File: src/sv/olm_pkg.sv
// shared types and constants for the operation latency monitor
package olm_pkg;

   localparam int TAG_WIDTH_DEFAULT = 16;
   localparam int TAG_FIELD_W       = 16;
   localparam int TIME_W            = 32;
   localparam int CFG_W             = 10;
   localparam int DIV_STEPS         = TIME_W;
   localparam int STEP_CNT_W        = $clog2(DIV_STEPS);

   localparam logic [CFG_W-1:0] CYCLES_PER_US_RESET = CFG_W'(240);

   // opcodes of an input transaction
   localparam logic [1:0] OP_BEGIN  = 2'd0;
   localparam logic [1:0] OP_END    = 2'd1;
   localparam logic [1:0] OP_REPORT = 2'd2;

   // which report statistic goes through the divider
   localparam logic [1:0] SEL_TOTAL = 2'd0;
   localparam logic [1:0] SEL_WORST = 2'd1;
   localparam logic [1:0] SEL_WAIT  = 2'd2;

   typedef struct packed {
      logic [1:0]             opcode;
      logic [TIME_W-1:0]      request_time;
      logic [TIME_W-1:0]      event_time;
      logic [TAG_FIELD_W-1:0] task_tag;
   } req_type;

   typedef struct packed {
      logic [TIME_W-1:0]      operation_count;
      logic [TIME_W-1:0]      total_us;
      logic [TIME_W-1:0]      worst_us;
      logic [TAG_FIELD_W-1:0] worst_task;
      logic [TIME_W-1:0]      worst_wait_us;
      logic [TAG_FIELD_W-1:0] worst_wait_task;
   } rsp_type;

   typedef enum logic [1:0] {
      ST_IDLE,
      ST_START,
      ST_WAIT,
      ST_WRITE
   } state_type;

   typedef struct packed {
      logic       upd_begin;
      logic       upd_end;
      logic       snap;
      logic       div_start;
      logic [1:0] div_sel;
      logic       load_out;
   } cmd_type;

   typedef struct packed {
      logic [1:0] opcode;
      logic       div_busy;
      logic       div_done;
   } status_type;

endpackage

File: src/sv/olm_div.sv
// restoring divider, one quotient bit per cycle
module olm_div (
   input  logic                       clock,
   input  logic                       reset,
   input  logic                       start,
   input  logic [olm_pkg::TIME_W-1:0] dividend,
   input  logic [olm_pkg::CFG_W-1:0]  divisor,
   output logic                       busy,
   output logic                       done,
   output logic [olm_pkg::TIME_W-1:0] quotient
);
   import olm_pkg::*;

   logic                  busy_ff, busy_in;
   logic                  done_ff, done_in;
   logic [STEP_CNT_W-1:0] cnt_ff, cnt_in;
   logic [CFG_W-1:0]      rem_ff, rem_in;
   logic [CFG_W-1:0]      dvs_ff, dvs_in;
   logic [TIME_W-1:0]     quo_ff, quo_in;
   logic [CFG_W:0]        trial;
   logic [CFG_W:0]        diff;

   assign trial = {rem_ff, quo_ff[TIME_W-1]};
   assign diff  = trial - {1'b0, dvs_ff};

   always_comb begin
      busy_in = busy_ff;
      done_in = 1'b0;
      cnt_in  = cnt_ff;
      rem_in  = rem_ff;
      dvs_in  = dvs_ff;
      quo_in  = quo_ff;
      if (start) begin
         busy_in = 1'b1;
         cnt_in  = '0;
         rem_in  = '0;
         dvs_in  = divisor;
         quo_in  = dividend;
      end else if (busy_ff) begin
         // quotient bits shift in where the dividend bits shift out
         if (trial >= {1'b0, dvs_ff}) begin
            rem_in = diff[CFG_W-1:0];
            quo_in = {quo_ff[TIME_W-2:0], 1'b1};
         end else begin
            rem_in = trial[CFG_W-1:0];
            quo_in = {quo_ff[TIME_W-2:0], 1'b0};
         end
         cnt_in = cnt_ff + 1'b1;
         if (cnt_ff == STEP_CNT_W'(DIV_STEPS - 1)) begin
            busy_in = 1'b0;
            done_in = 1'b1;
         end
      end
   end

   always_ff @(posedge clock) begin
      if (reset) begin
         busy_ff <= 1'b0;
         done_ff <= 1'b0;
         cnt_ff  <= '0;
      end else begin
         busy_ff <= busy_in;
         done_ff <= done_in;
         cnt_ff  <= cnt_in;
      end
   end

   always_ff @(posedge clock) begin
      rem_ff <= rem_in;
      dvs_ff <= dvs_in;
      quo_ff <= quo_in;
   end

   assign busy     = busy_ff;
   assign done     = done_ff;
   assign quotient = quo_ff;

endmodule

File: src/sv/olm_dp.sv
// datapath: statistics registers, report snapshot, divider and output register
module olm_dp #(
   parameter int TAG_WIDTH = olm_pkg::TAG_WIDTH_DEFAULT
) (
   input  logic                      clock,
   input  logic                      reset,
   input  olm_pkg::req_type          req_payload,
   input  logic                      csr_wr_en,
   input  logic [olm_pkg::CFG_W-1:0] csr_wr_data,
   input  olm_pkg::cmd_type          cmd,
   output olm_pkg::status_type       status,
   output olm_pkg::rsp_type          rsp_payload
);
   import olm_pkg::*;

   localparam int TagBits = (TAG_WIDTH < TAG_FIELD_W) ? TAG_WIDTH : TAG_FIELD_W;

   logic [CFG_W-1:0]   cpu_ff;
   logic [TIME_W-1:0]  grant_time_ff;
   logic [TagBits-1:0] current_task_ff;
   logic [TIME_W-1:0]  op_count_ff;
   logic [TIME_W-1:0]  total_cycles_ff;
   logic [TIME_W-1:0]  worst_cycles_ff;
   logic [TagBits-1:0] worst_owner_ff;
   logic [TIME_W-1:0]  worst_wait_ff;
   logic [TagBits-1:0] worst_wait_owner_ff;

   // report snapshot, cycle values are replaced by their quotients in place
   logic [TIME_W-1:0]  snap_count_ff;
   logic [TIME_W-1:0]  snap_total_ff;
   logic [TIME_W-1:0]  snap_worst_ff;
   logic [TagBits-1:0] snap_worst_task_ff;
   logic [TIME_W-1:0]  snap_wait_ff;
   logic [TagBits-1:0] snap_wait_task_ff;
   logic [CFG_W-1:0]   snap_div_ff;

   rsp_type            rsp_ff;

   logic [TagBits-1:0] tag;
   logic [TIME_W-1:0]  wait_cycles;
   logic [TIME_W-1:0]  dur_cycles;
   logic [TIME_W-1:0]  dividend;
   logic [TIME_W-1:0]  quotient;
   logic               div_busy;
   logic               div_done;

   assign tag         = req_payload.task_tag[TagBits-1:0];
   assign wait_cycles = req_payload.event_time - req_payload.request_time;
   assign dur_cycles  = req_payload.event_time - grant_time_ff;

   always_comb begin
      case (cmd.div_sel)
         SEL_TOTAL: dividend = snap_total_ff;
         SEL_WORST: dividend = snap_worst_ff;
         default:   dividend = snap_wait_ff;
      endcase
   end

   olm_div u_div (
      .clock    (clock),
      .reset    (reset),
      .start    (cmd.div_start),
      .dividend (dividend),
      .divisor  (snap_div_ff),
      .busy     (div_busy),
      .done     (div_done),
      .quotient (quotient)
   );

   always_ff @(posedge clock) begin
      if (reset) begin
         cpu_ff              <= CYCLES_PER_US_RESET;
         grant_time_ff       <= '0;
         current_task_ff     <= '0;
         op_count_ff         <= '0;
         total_cycles_ff     <= '0;
         worst_cycles_ff     <= '0;
         worst_owner_ff      <= '0;
         worst_wait_ff       <= '0;
         worst_wait_owner_ff <= '0;
      end else begin
         if (csr_wr_en) begin
            cpu_ff <= csr_wr_data;
         end
         if (cmd.upd_begin) begin
            grant_time_ff   <= req_payload.event_time;
            current_task_ff <= tag;
            if (wait_cycles > worst_wait_ff) begin
               worst_wait_ff       <= wait_cycles;
               worst_wait_owner_ff <= tag;
            end
         end
         if (cmd.upd_end) begin
            op_count_ff     <= op_count_ff + 1'b1;
            total_cycles_ff <= total_cycles_ff + dur_cycles;
            if (dur_cycles > worst_cycles_ff) begin
               worst_cycles_ff <= dur_cycles;
               worst_owner_ff  <= current_task_ff;
            end
         end
         if (cmd.snap) begin
            op_count_ff         <= '0;
            total_cycles_ff     <= '0;
            worst_cycles_ff     <= '0;
            worst_owner_ff      <= '0;
            worst_wait_ff       <= '0;
            worst_wait_owner_ff <= '0;
         end
      end
   end

   always_ff @(posedge clock) begin
      if (cmd.snap) begin
         snap_count_ff      <= op_count_ff;
         snap_total_ff      <= total_cycles_ff;
         snap_worst_ff      <= worst_cycles_ff;
         snap_worst_task_ff <= worst_owner_ff;
         snap_wait_ff       <= worst_wait_ff;
         snap_wait_task_ff  <= worst_wait_owner_ff;
         // zero divisor acts as one
         snap_div_ff        <= (cpu_ff == '0) ? CFG_W'(1) : cpu_ff;
      end else if (div_done) begin
         case (cmd.div_sel)
            SEL_TOTAL: snap_total_ff <= quotient;
            SEL_WORST: snap_worst_ff <= quotient;
            default:   snap_wait_ff  <= quotient;
         endcase
      end
      if (cmd.load_out) begin
         rsp_ff.operation_count <= snap_count_ff;
         rsp_ff.total_us        <= snap_total_ff;
         rsp_ff.worst_us        <= snap_worst_ff;
         rsp_ff.worst_task      <= TAG_FIELD_W'(snap_worst_task_ff);
         rsp_ff.worst_wait_us   <= snap_wait_ff;
         rsp_ff.worst_wait_task <= TAG_FIELD_W'(snap_wait_task_ff);
      end
   end

   assign status.opcode   = req_payload.opcode;
   assign status.div_busy = div_busy;
   assign status.div_done = div_done;
   assign rsp_payload     = rsp_ff;

endmodule

File: src/sv/olm_ctrl.sv
// controller: transaction decode, divider sequencing and result valid
module olm_ctrl (
   input  logic                clock,
   input  logic                reset,
   input  logic                req_valid,
   output logic                req_ready,
   output logic                rsp_valid,
   input  logic                rsp_ready,
   input  olm_pkg::status_type status,
   output olm_pkg::cmd_type    cmd
);
   import olm_pkg::*;

   state_type  state_ff, state_in;
   logic [1:0] sel_ff, sel_in;
   logic       rsp_valid_ff, rsp_valid_in;
   logic       out_free;

   assign out_free = !rsp_valid_ff || rsp_ready;

   always_comb begin
      state_in      = state_ff;
      sel_in        = sel_ff;
      req_ready     = 1'b0;
      cmd           = '0;
      cmd.div_sel   = sel_ff;
      rsp_valid_in  = rsp_valid_ff && !rsp_ready;
      case (state_ff)
         ST_IDLE: begin
            req_ready = 1'b1;
            if (req_valid) begin
               case (status.opcode)
                  OP_BEGIN: cmd.upd_begin = 1'b1;
                  OP_END:   cmd.upd_end   = 1'b1;
                  OP_REPORT: begin
                     cmd.snap = 1'b1;
                     sel_in   = SEL_TOTAL;
                     state_in = ST_START;
                  end
                  default: ;
               endcase
            end
         end
         ST_START: begin
            cmd.div_start = 1'b1;
            state_in      = ST_WAIT;
         end
         ST_WAIT: begin
            if (status.div_done) begin
               if (sel_ff == SEL_WAIT) begin
                  state_in = ST_WRITE;
               end else begin
                  sel_in   = sel_ff + 1'b1;
                  state_in = ST_START;
               end
            end
         end
         ST_WRITE: begin
            // hold until the previous result has been taken
            if (out_free) begin
               cmd.load_out = 1'b1;
               rsp_valid_in = 1'b1;
               state_in     = ST_IDLE;
            end
         end
         default: state_in = ST_IDLE;
      endcase
   end

   always_ff @(posedge clock) begin
      if (reset) begin
         state_ff     <= ST_IDLE;
         sel_ff       <= SEL_TOTAL;
         rsp_valid_ff <= 1'b0;
      end else begin
         state_ff     <= state_in;
         sel_ff       <= sel_in;
         rsp_valid_ff <= rsp_valid_in;
      end
   end

   assign rsp_valid = rsp_valid_ff;

endmodule

File: src/sv/operation_latency_monitor_unit.sv
// top level of the operation latency monitor
// begin, end and unused-opcode transactions: taken while idle, the input stays ready
// report: the input stays closed while the one-bit-per-cycle divider runs three times in turn;
//   it opens again in the same cycle as result valid, once the output register is free
// a finished result waits in the output register while new transactions are taken
// reset (synchronous, active high) clears all statistics and sets cycles_per_us to 240
module operation_latency_monitor_unit #(
   parameter int TAG_WIDTH = olm_pkg::TAG_WIDTH_DEFAULT
) (
   input  logic                      clock,
   input  logic                      reset,
   input  logic                      req_valid,
   output logic                      req_ready,
   input  olm_pkg::req_type          req_payload,
   output logic                      rsp_valid,
   input  logic                      rsp_ready,
   output olm_pkg::rsp_type          rsp_payload,
   input  logic                      csr_wr_en,
   input  logic [olm_pkg::CFG_W-1:0] csr_wr_data
);
   import olm_pkg::*;

   cmd_type    cmd;
   status_type status;

   olm_ctrl u_ctrl (
      .clock     (clock),
      .reset     (reset),
      .req_valid (req_valid),
      .req_ready (req_ready),
      .rsp_valid (rsp_valid),
      .rsp_ready (rsp_ready),
      .status    (status),
      .cmd       (cmd)
   );

   olm_dp #(
      .TAG_WIDTH (TAG_WIDTH)
   ) u_dp (
      .clock       (clock),
      .reset       (reset),
      .req_payload (req_payload),
      .csr_wr_en   (csr_wr_en),
      .csr_wr_data (csr_wr_data),
      .cmd         (cmd),
      .status      (status),
      .rsp_payload (rsp_payload)
   );

   // a result is never written over one that has not been taken
   a_no_overwrite: assert property (@(posedge clock) disable iff (reset)
      cmd.load_out |-> (!rsp_valid || rsp_ready))
      else $error("result register loaded while a result is pending");

   // no transaction is taken while the divider runs
   a_busy_blocks: assert property (@(posedge clock) disable iff (reset)
      status.div_busy |-> !req_ready)
      else $error("transaction taken while divider busy");

   // an accepted report closes the input until its result is built
   a_report_stalls: assert property (@(posedge clock) disable iff (reset)
      (req_valid && req_ready && req_payload.opcode == OP_REPORT) |=> !req_ready)
      else $error("input open right after a report");

endmodule

File: config.mk
export PLATFORM = sky130hd
export DESIGN_NAME = operation_latency_monitor_unit
export DESIGN_NICKNAME = d
export VERILOG_FILES = /design/src/sv/olm_pkg.sv /design/src/sv/olm_div.sv /design/src/sv/olm_dp.sv /design/src/sv/olm_ctrl.sv /design/src/sv/operation_latency_monitor_unit.sv
export SDC_FILE = /design/constraint.sdc
export NUM_CORES = 1
export LEC_CHECK = 0
export BUFFER_PORTS_ARGS = -buffer_cell sky130_fd_sc_hd__buf_2
export CAP_MARGIN = 10
export CORE_UTILIZATION = 30
export CTS_BUF_LIST = sky130_fd_sc_hd__clkbuf_2 sky130_fd_sc_hd__clkbuf_4 sky130_fd_sc_hd__clkbuf_8
export CTS_CLUSTER_SIZE = 24
export DETAILED_ROUTE_END_ITERATION = 10
export PLACE_DENSITY_LB_ADDON = 0.08
export SKIP_CTS_REPAIR_TIMING = 1
export SLEW_MARGIN = 20
export SYNTH_ARGS = -nofsm -noshare
export SYNTH_HDL_FRONTEND = slang
export SYNTH_SLANG_ARGS = --single-unit
File: constraint.sdc
create_clock -name clock -period 25.9 [get_ports clock]
set_input_delay 2.59 -clock clock [delete_from_list [all_inputs] [get_ports clock]]
set_output_delay 2.59 -clock clock [all_outputs]
set_load 0.05 [all_outputs]
==> metrics.txt, run 1 <==
outcome finished, final reports clean; Fmax achieved 0.1297 GHz; Hold Crit Class flop to flop; Slew Viols, Final 0; post-route setup slack 18.19 ns; Num Clock Sinks 612; RD Place Congestion 0.8595; Core ar. 0.09529 mm²; total gr overflow 0; internal power 1713 µW; WHS Path Cells 0; Reg-to-Reg Start u_dp.grant_time_ff[21]; sequential area share after synthesis 0.5513; Worst Reg2Reg Path Length in Cells 19; RSZ-0062 raised after global routing no; R2R Path End u_dp.worst_cycles_ff[26]; vias 21860; H-Tree Depth 3; ratio of cells with drive above 1 in the final layout 0.1555; Worst Path Buf+Inv 4; fin nets 3382; GRT Resource Usage Total 0.1819; Clk pwr share 0.391; Synth Instances 2841; crit-path cells buf_2 -> inv_1 -> ha_1 -> nor2b_1 -> o31a_1 -> o21a_1 -> o2111a_1 -> o211ai_1 -> nand3_1 -> a41oi_1 -> nand2_1 -> xor2_1 -> ha_1 -> nand4_1 -> or2_1 -> nor4_1 -> nor2_1 -> a41oi_1 -> o311ai_4 -> buf_4 -> inv_2 -> mux2i_1 -> nor2_1; port bufs 258; routed vias/inst 4.889; Synth Cell Area 0.02898 mm²; Post-synth top flop edfxtp_1; largest net degree at the start of global routing 100; syn_nets 3115; via count of the first global-routing pass 21790; fin crit share 0.2978; Die X 312.8 µm; Min Hold Slack 0.4110 ns; CP Launch Type input pin; Sw Pwr 680.8 µW; leakage power 0.01283 µW; Clock Tree Root clkbuf_8; first drt pass iteration count 5; end of the worst hold path u_dp.rsp_payload[5]; CP Max Fanout 44; DRT antenna net count 0; area delta synth->final 16.79%; final setup violating endpoints 0; CTS buffer count 109; first-pass GRT wire length 135500 µm; CP Class input pin to flop; Synth Register Bits 612; ys async rst share 0; Iter 0 DRT Violations 1446; R2R setup slack 20.35 ns; CP Data Required Time 26.48 ns; pwr dens 70.72 mW/mm²; Yosys warning count 0; switching power share of the total 0.2845; Rows 113; I/O pin count 259; CP top delay family compound AO/OA/AOI/OAI gates; syn avg cell area 10.20 µm²; count of cell types in the netlist 87; MaxCap Viol Count 0; dpl hpwl 65330 µm; sequential share of power 0.452; DRC viols 0; slew at the pin closest to its max-slew limit 1.057 ns; Post-synth EDFFs 372; Slowest-stage cell, CP inv_2; Logic pwr share 0.157; WL per Instance 20.18 µm; die height 312.8 µm; clk_lat worst skew 0.77 ns; Clock Skew 0.04297 ns; Setup TNS 0 ns; Tmin final 7.712 ns; Worst-path clk slew 0.06 ns; pre-CTS setup slack 17.14 ns; Routed Wire Length 90210 µm; initial antenna violation count 4; crit path DAT 8.29 ns; maximum vdd drop 0.03746 mV; Slew headroom 0.2953; Final Hold Fails 0; die area 0.09783 mm²; min-delay src u_dp.snap_wait_task_ff[5]; slowest cell delay on critical path 0.65 ns; CP endpoint kind flop; initial core utilization 0.3041; Max clock buf depth 3; TritonCTS clock tree built
[power by group through the flow]
stage	Clock [µW]	Combinational, µW	Sequential, µW
floorplan	0	264	1100
global placement	0	370	1100
detailed placement	0	374	1100
CTS	970	377	1080
global route	1010	421	1090
finish	935	376	1080
[synth_stat cells, drive strengths merged (5+ instances only)]
cell type	count	area [µm²]
nand3b	5	37.54
dfxtp	240	4805
and3	21	131.4
a22oi	31	232.7
xnor2	59	516.8
nand2b	14	90.09
o21ai	144	720.7
edfxtp	372	11170
and4	6	52.55
a21oi	264	1325
nor2	163	619.3
xor2	49	429.2
o21a	24	180.2
a31oi	45	281.5
and2	12	75.07
nand3	63	315.3
o211ai	16	125.1
nor3	32	180.2
o21bai	13	97.59
inv	176	660.6
mux2i	21	210.2
a21boi	5	41.28
o211a	5	50.05
buf	29	146.4
clkbuf	97	365.4
nand4	31	200.2
nor4	9	56.30
nand2	494	1854
ha	173	2165
or2	5	31.28
a211oi	26	205.2
nor2b	22	137.6
or3	17	106.4
a41oi	7	61.31
o31ai	7	52.55
a211o	13	113.9
a21o	75	563.0
[worst max-delay path by stage]
stage / start / end / cells past startpoint
after global routing: req_payload[49] / u_dp.worst_wait_ff[17] / 23
after floorplan: rsp_ready / u_dp.rsp_payload[0] / 2
after CTS: req_payload[49] / u_dp.worst_wait_ff[17] / 23
after global placement: req_payload[49] / u_dp.worst_wait_ff[7] / 23
after detailed placement: req_payload[49] / u_dp.worst_wait_ff[17] / 23
final: req_payload[49] / u_dp.worst_wait_ff[7] / 23
[sequential cells by signal, indices dropped and copies added (netlist names), 32 cells and up]
| register | flops |
|---|---|
| u_dp.op_count_ff | 32 |
| u_dp.snap_total_ff | 32 |
| u_dp.rsp_payload | 160 |
| u_dp.snap_wait_ff | 32 |
| u_dp.total_cycles_ff | 32 |
| u_dp.snap_worst_ff | 32 |
| u_dp.grant_time_ff | 32 |
| u_dp.u_div.quotient | 32 |
| u_dp.worst_cycles_ff | 32 |
| u_dp.worst_wait_ff | 32 |
| u_dp.snap_count_ff | 32 |
[cells in the final DEF, fill, tap and decap left out, types with 28 or more instances in the layout]
| cell type | count |
|---|---|
| a21o_1 | 75 |
| a21oi_1 | 262 |
| a22oi_1 | 31 |
| a31oi_1 | 45 |
| buf_2 | 258 |
| clkbuf_4 | 38 |
| clkbuf_8 | 120 |
| dfxtp_1 | 240 |
| edfxtp_1 | 372 |
| ha_1 | 173 |
| inv_1 | 174 |
| nand2_1 | 493 |
| nand3_1 | 62 |
| nand4_1 | 30 |
| nor2_1 | 160 |
| nor3_1 | 28 |
| o21ai_0 | 120 |
| xnor2_1 | 59 |
| xor2_1 | 49 |
[per-layer routing]
metal | GRT usage | up-vias | share of wire
met4 | 0.05554 | 0 | 0.020
met3 | 0.03381 | 116 | 0.060
met1 | 0.2536 | 10510 | 0.47
met5 | 0 | - | 0
li1 | - | 10670 | -
met2 | 0.2849 | 561 | 0.45
[stage by stage]
step,area (µm²),std cells,power [µW],utilization
4_1_cts,33820,4466,2430,0.3549
6_report,33840,4471,2393,0.3551
3_5_place_dp,31560,4261,1477,0.3312
5_1_grt,33840,4469,2518,0.3551
3_3_place_gp,31560,4261,1473,0.3312
2_1_floorplan,28980,2841,1359,-
[kinds of logic after synthesis]
logic type               share of synthesized area
adder cells (fa/ha/maj)                    0.07746
AO/OA/AOI/OAI                               0.1511
AND/OR/NAND/NOR                             0.1388
multiplexers                              0.008031
XOR/XNOR                                   0.03264
buffers and inverters                      0.04059
flip-flops                                  0.5513
[cell type report]
type	instances	area, µm²
repair buffers	282	1475
inverters	177	666.9
clock inverters	47	324.1
multi-input cells	1926	11870
fillers	9699	61450
clock buffers	158	1937
diodes	4	10.01
flip-flops and latches	612	15980
well taps	1265	1583
No activity file was read; power rests on OpenSTA's default activity.
==> run 2: changes to the inputs <==
==> constraint.sdc (replaced) <==
create_clock -name clock -period 7.5 [get_ports clock]
set_input_delay 0.75 -clock clock [delete_from_list [all_inputs] [get_ports clock]]
set_output_delay 0.75 -clock clock [all_outputs]
set_load 0.05 [all_outputs]
==> metrics.txt, run 2 (synthesis gave the netlist of run 1 again) <==
outcome finished, final reports clean; CP endpoint kind flop; ratio of cells with drive above 1 in the final layout 0.1604 (+0.004847); vias 21700 (-0.71%); Iter 0 DRT Violations 1346 (-6.9%); first-pass GRT wire length 134000 µm (-1.1%); H-Tree Depth 3 (unchanged); Core ar. 0.09529 mm² (unchanged); DRT antenna net count 0 (unchanged); register area 0.01598 mm² (unchanged); I/O pin count 259 (unchanged); leakage power 0.01293 µW (+0.72%); slowest cell delay on critical path 0.66 ns (about the same); maximum vdd drop 0.1091 mV (+190%); routed vias/inst 4.853 (-0.73%); fin crit share 0.7300; total gr overflow 0 (unchanged); Slowest-stage cell, CP inv_2; TritonCTS clock tree built; met3 GRT Util 0.03315 (-0.0006616); total power 8359 µW (+250%); area delta synth->final 17.25%; CP Max Fanout 44 (unchanged); Final Hold Fails 0 (unchanged); clk_lat worst skew 0.77 ns (about the same); Worst Path Buf+Inv 2 (-2); WL per Instance 19.93 µm (-1.2%); Rows 113 (unchanged); Clock Skew 0.04854 ns (+0.005573 ns); crit path DAT 6.07 ns (-2.22 ns); CP Class input pin to flop; Setup TNS 0 ns (unchanged); GRT Resource Usage Total 0.1801 (-0.001848); port bufs 258 (unchanged); Clock Tree Root clkbuf_8; via count of the first global-routing pass 21620 (-0.80%); Die X 312.8 µm (unchanged); Slew headroom 0.2948 (-0.0004980); RD Place Congestion 0.8536 (-0.69%); first drt pass iteration count 5 (unchanged); crit-path cells buf_2 -> ha_1 -> nor2b_1 -> o31a_1 -> o21a_1 -> o2111a_1 -> o211ai_1 -> nand3_1 -> a41oi_1 -> nand2_1 -> xor2_1 -> ha_1 -> nand4_1 -> or2_1 -> nor4_1 -> nor2_1 -> a41oi_1 -> o311ai_4 -> inv_2 -> mux2i_1 -> nor2_1; dpl hpwl 64830 µm (-0.77%); MaxCap Viol Count 0 (unchanged); fin nets 3386 (+0.12%); Max clock buf depth 3 (unchanged); Post-Place Cells 4265 (+0.094%); CP Launch Type input pin; most frequent cells in the layout nand2_1, edfxtp_1, a21oi_1, buf_2, dfxtp_1; Slew Viols, Final 0 (unchanged); RSZ-0062 raised after global routing no; Fmax achieved 0.1826 GHz; Tmin final 5.475 ns; DRC viols 0 (unchanged); Post-Layout Cell Count 4472 (+0.022%); Fillers 9696 (-0.031%); routing usage on met1 0.2538 (about the same); CP top delay family compound AO/OA/AOI/OAI gates; leading cell type in the layout, fill and taps excluded nand2_1; initial core utilization 0.3041 (unchanged); Min Hold Slack 0.2189 ns (-0.1921 ns); Hold Crit Class input pin to flop; Num Clock Sinks 612 (unchanged); die area 0.09783 mm² (unchanged); met2 usage 0.2795 (-0.005430); largest net degree at the start of global routing 77 (-23%); pwr dens 246.0 mW/mm² (+250%); Routed Wire Length 89140 µm (-1.2%); Worst-path clk slew 0.06 ns (about the same); final setup violating endpoints 0 (unchanged); initial antenna violation count 6 (+2); slew at the pin closest to its max-slew limit 1.051 ns (-0.006373 ns); CTS buffer count 109 (unchanged); die height 312.8 µm (unchanged); gr busiest metal met2; CP Data Required Time 8.09 ns (-18.39 ns); max reg flops 160 (unchanged); Multi-input gate area 0.01187 mm² (unchanged)
-- run 2: worst paths after layout --
kind	from	to	slack, ns	depth (start not counted)
setup / recovery	req_payload[17]	u_dp.worst_wait_ff[7]	2.02	21
hold / removal	csr_wr_data[3]	u_dp.cpu_ff[3]	0.22	3
setup reg to reg	u_dp.grant_time_ff[0]	u_dp.worst_owner_ff[13]	2.11	19
hold reg to reg	u_dp.snap_worst_task_ff[13]	u_dp.rsp_payload[61]	0.39	0
-- run 2: area by class of cell --
cell class                      instances  share of cell area
Inverter                              177             0.01967
Tap cell                             1265             0.04659
Clock buffer                          175             0.06150
Sequential cell                       612              0.4702
Clock inverter                         29            0.007365
Multi-Input combinational cell       1926              0.3494
Antenna cell                            2           0.0001473
Timing Repair Buffer                  286             0.04515
-- run 2: metrics by stage --
step,instance area [µm²],utilization,worst slack [ns]
CTS,33940,0.3562,2.069
global route,33970,0.3565,1.713
floorplan,28980,-,2.064
global placement,31600,0.3316,1.265
finish,33980,0.3565,2.025
detailed placement,31600,0.3316,1.256
-- run 2: report_power, final --
| group | internal [µW] | total (µW) | switching [µW] |
|---|---|---|---|
| combinational | 475 | 1290 | 816 |
| clock | 1870 | 3330 | 1460 |
| sequential | 3670 | 3740 | 67.8 |
| total | 6020 | 8360 | 2340 |
-- run 2: layer usage --
metal | wire length, µm | vias to the layer above
met1 | 43460 | 10380
met2 | 39090 | 513
met4 | 1860 | 2
met3 | 4703 | 115
li1 | - | 10700
met5 | 13 | -
-- run 2: worst register-to-register path, stage by stage (launching register included) --
cell	delay [ns]
dfxtp_1	0.31
ha_1	0.20
fa_1	0.42
nor2b_1	0.15
o21ai_1	0.11
a21boi_2	0.24
o21ba_2	0.26
o21a_1	0.23
nor2_1	0.06
o311ai_1	0.73
ha_1	0.25
nand4_1	0.08
or2_2	0.34
nor3_1	0.50
nand2_1	0.10
nand2_1	0.16
a21o_1	0.59
buf_4	0.37
nand2_1	0.09
a21oi_1	0.14
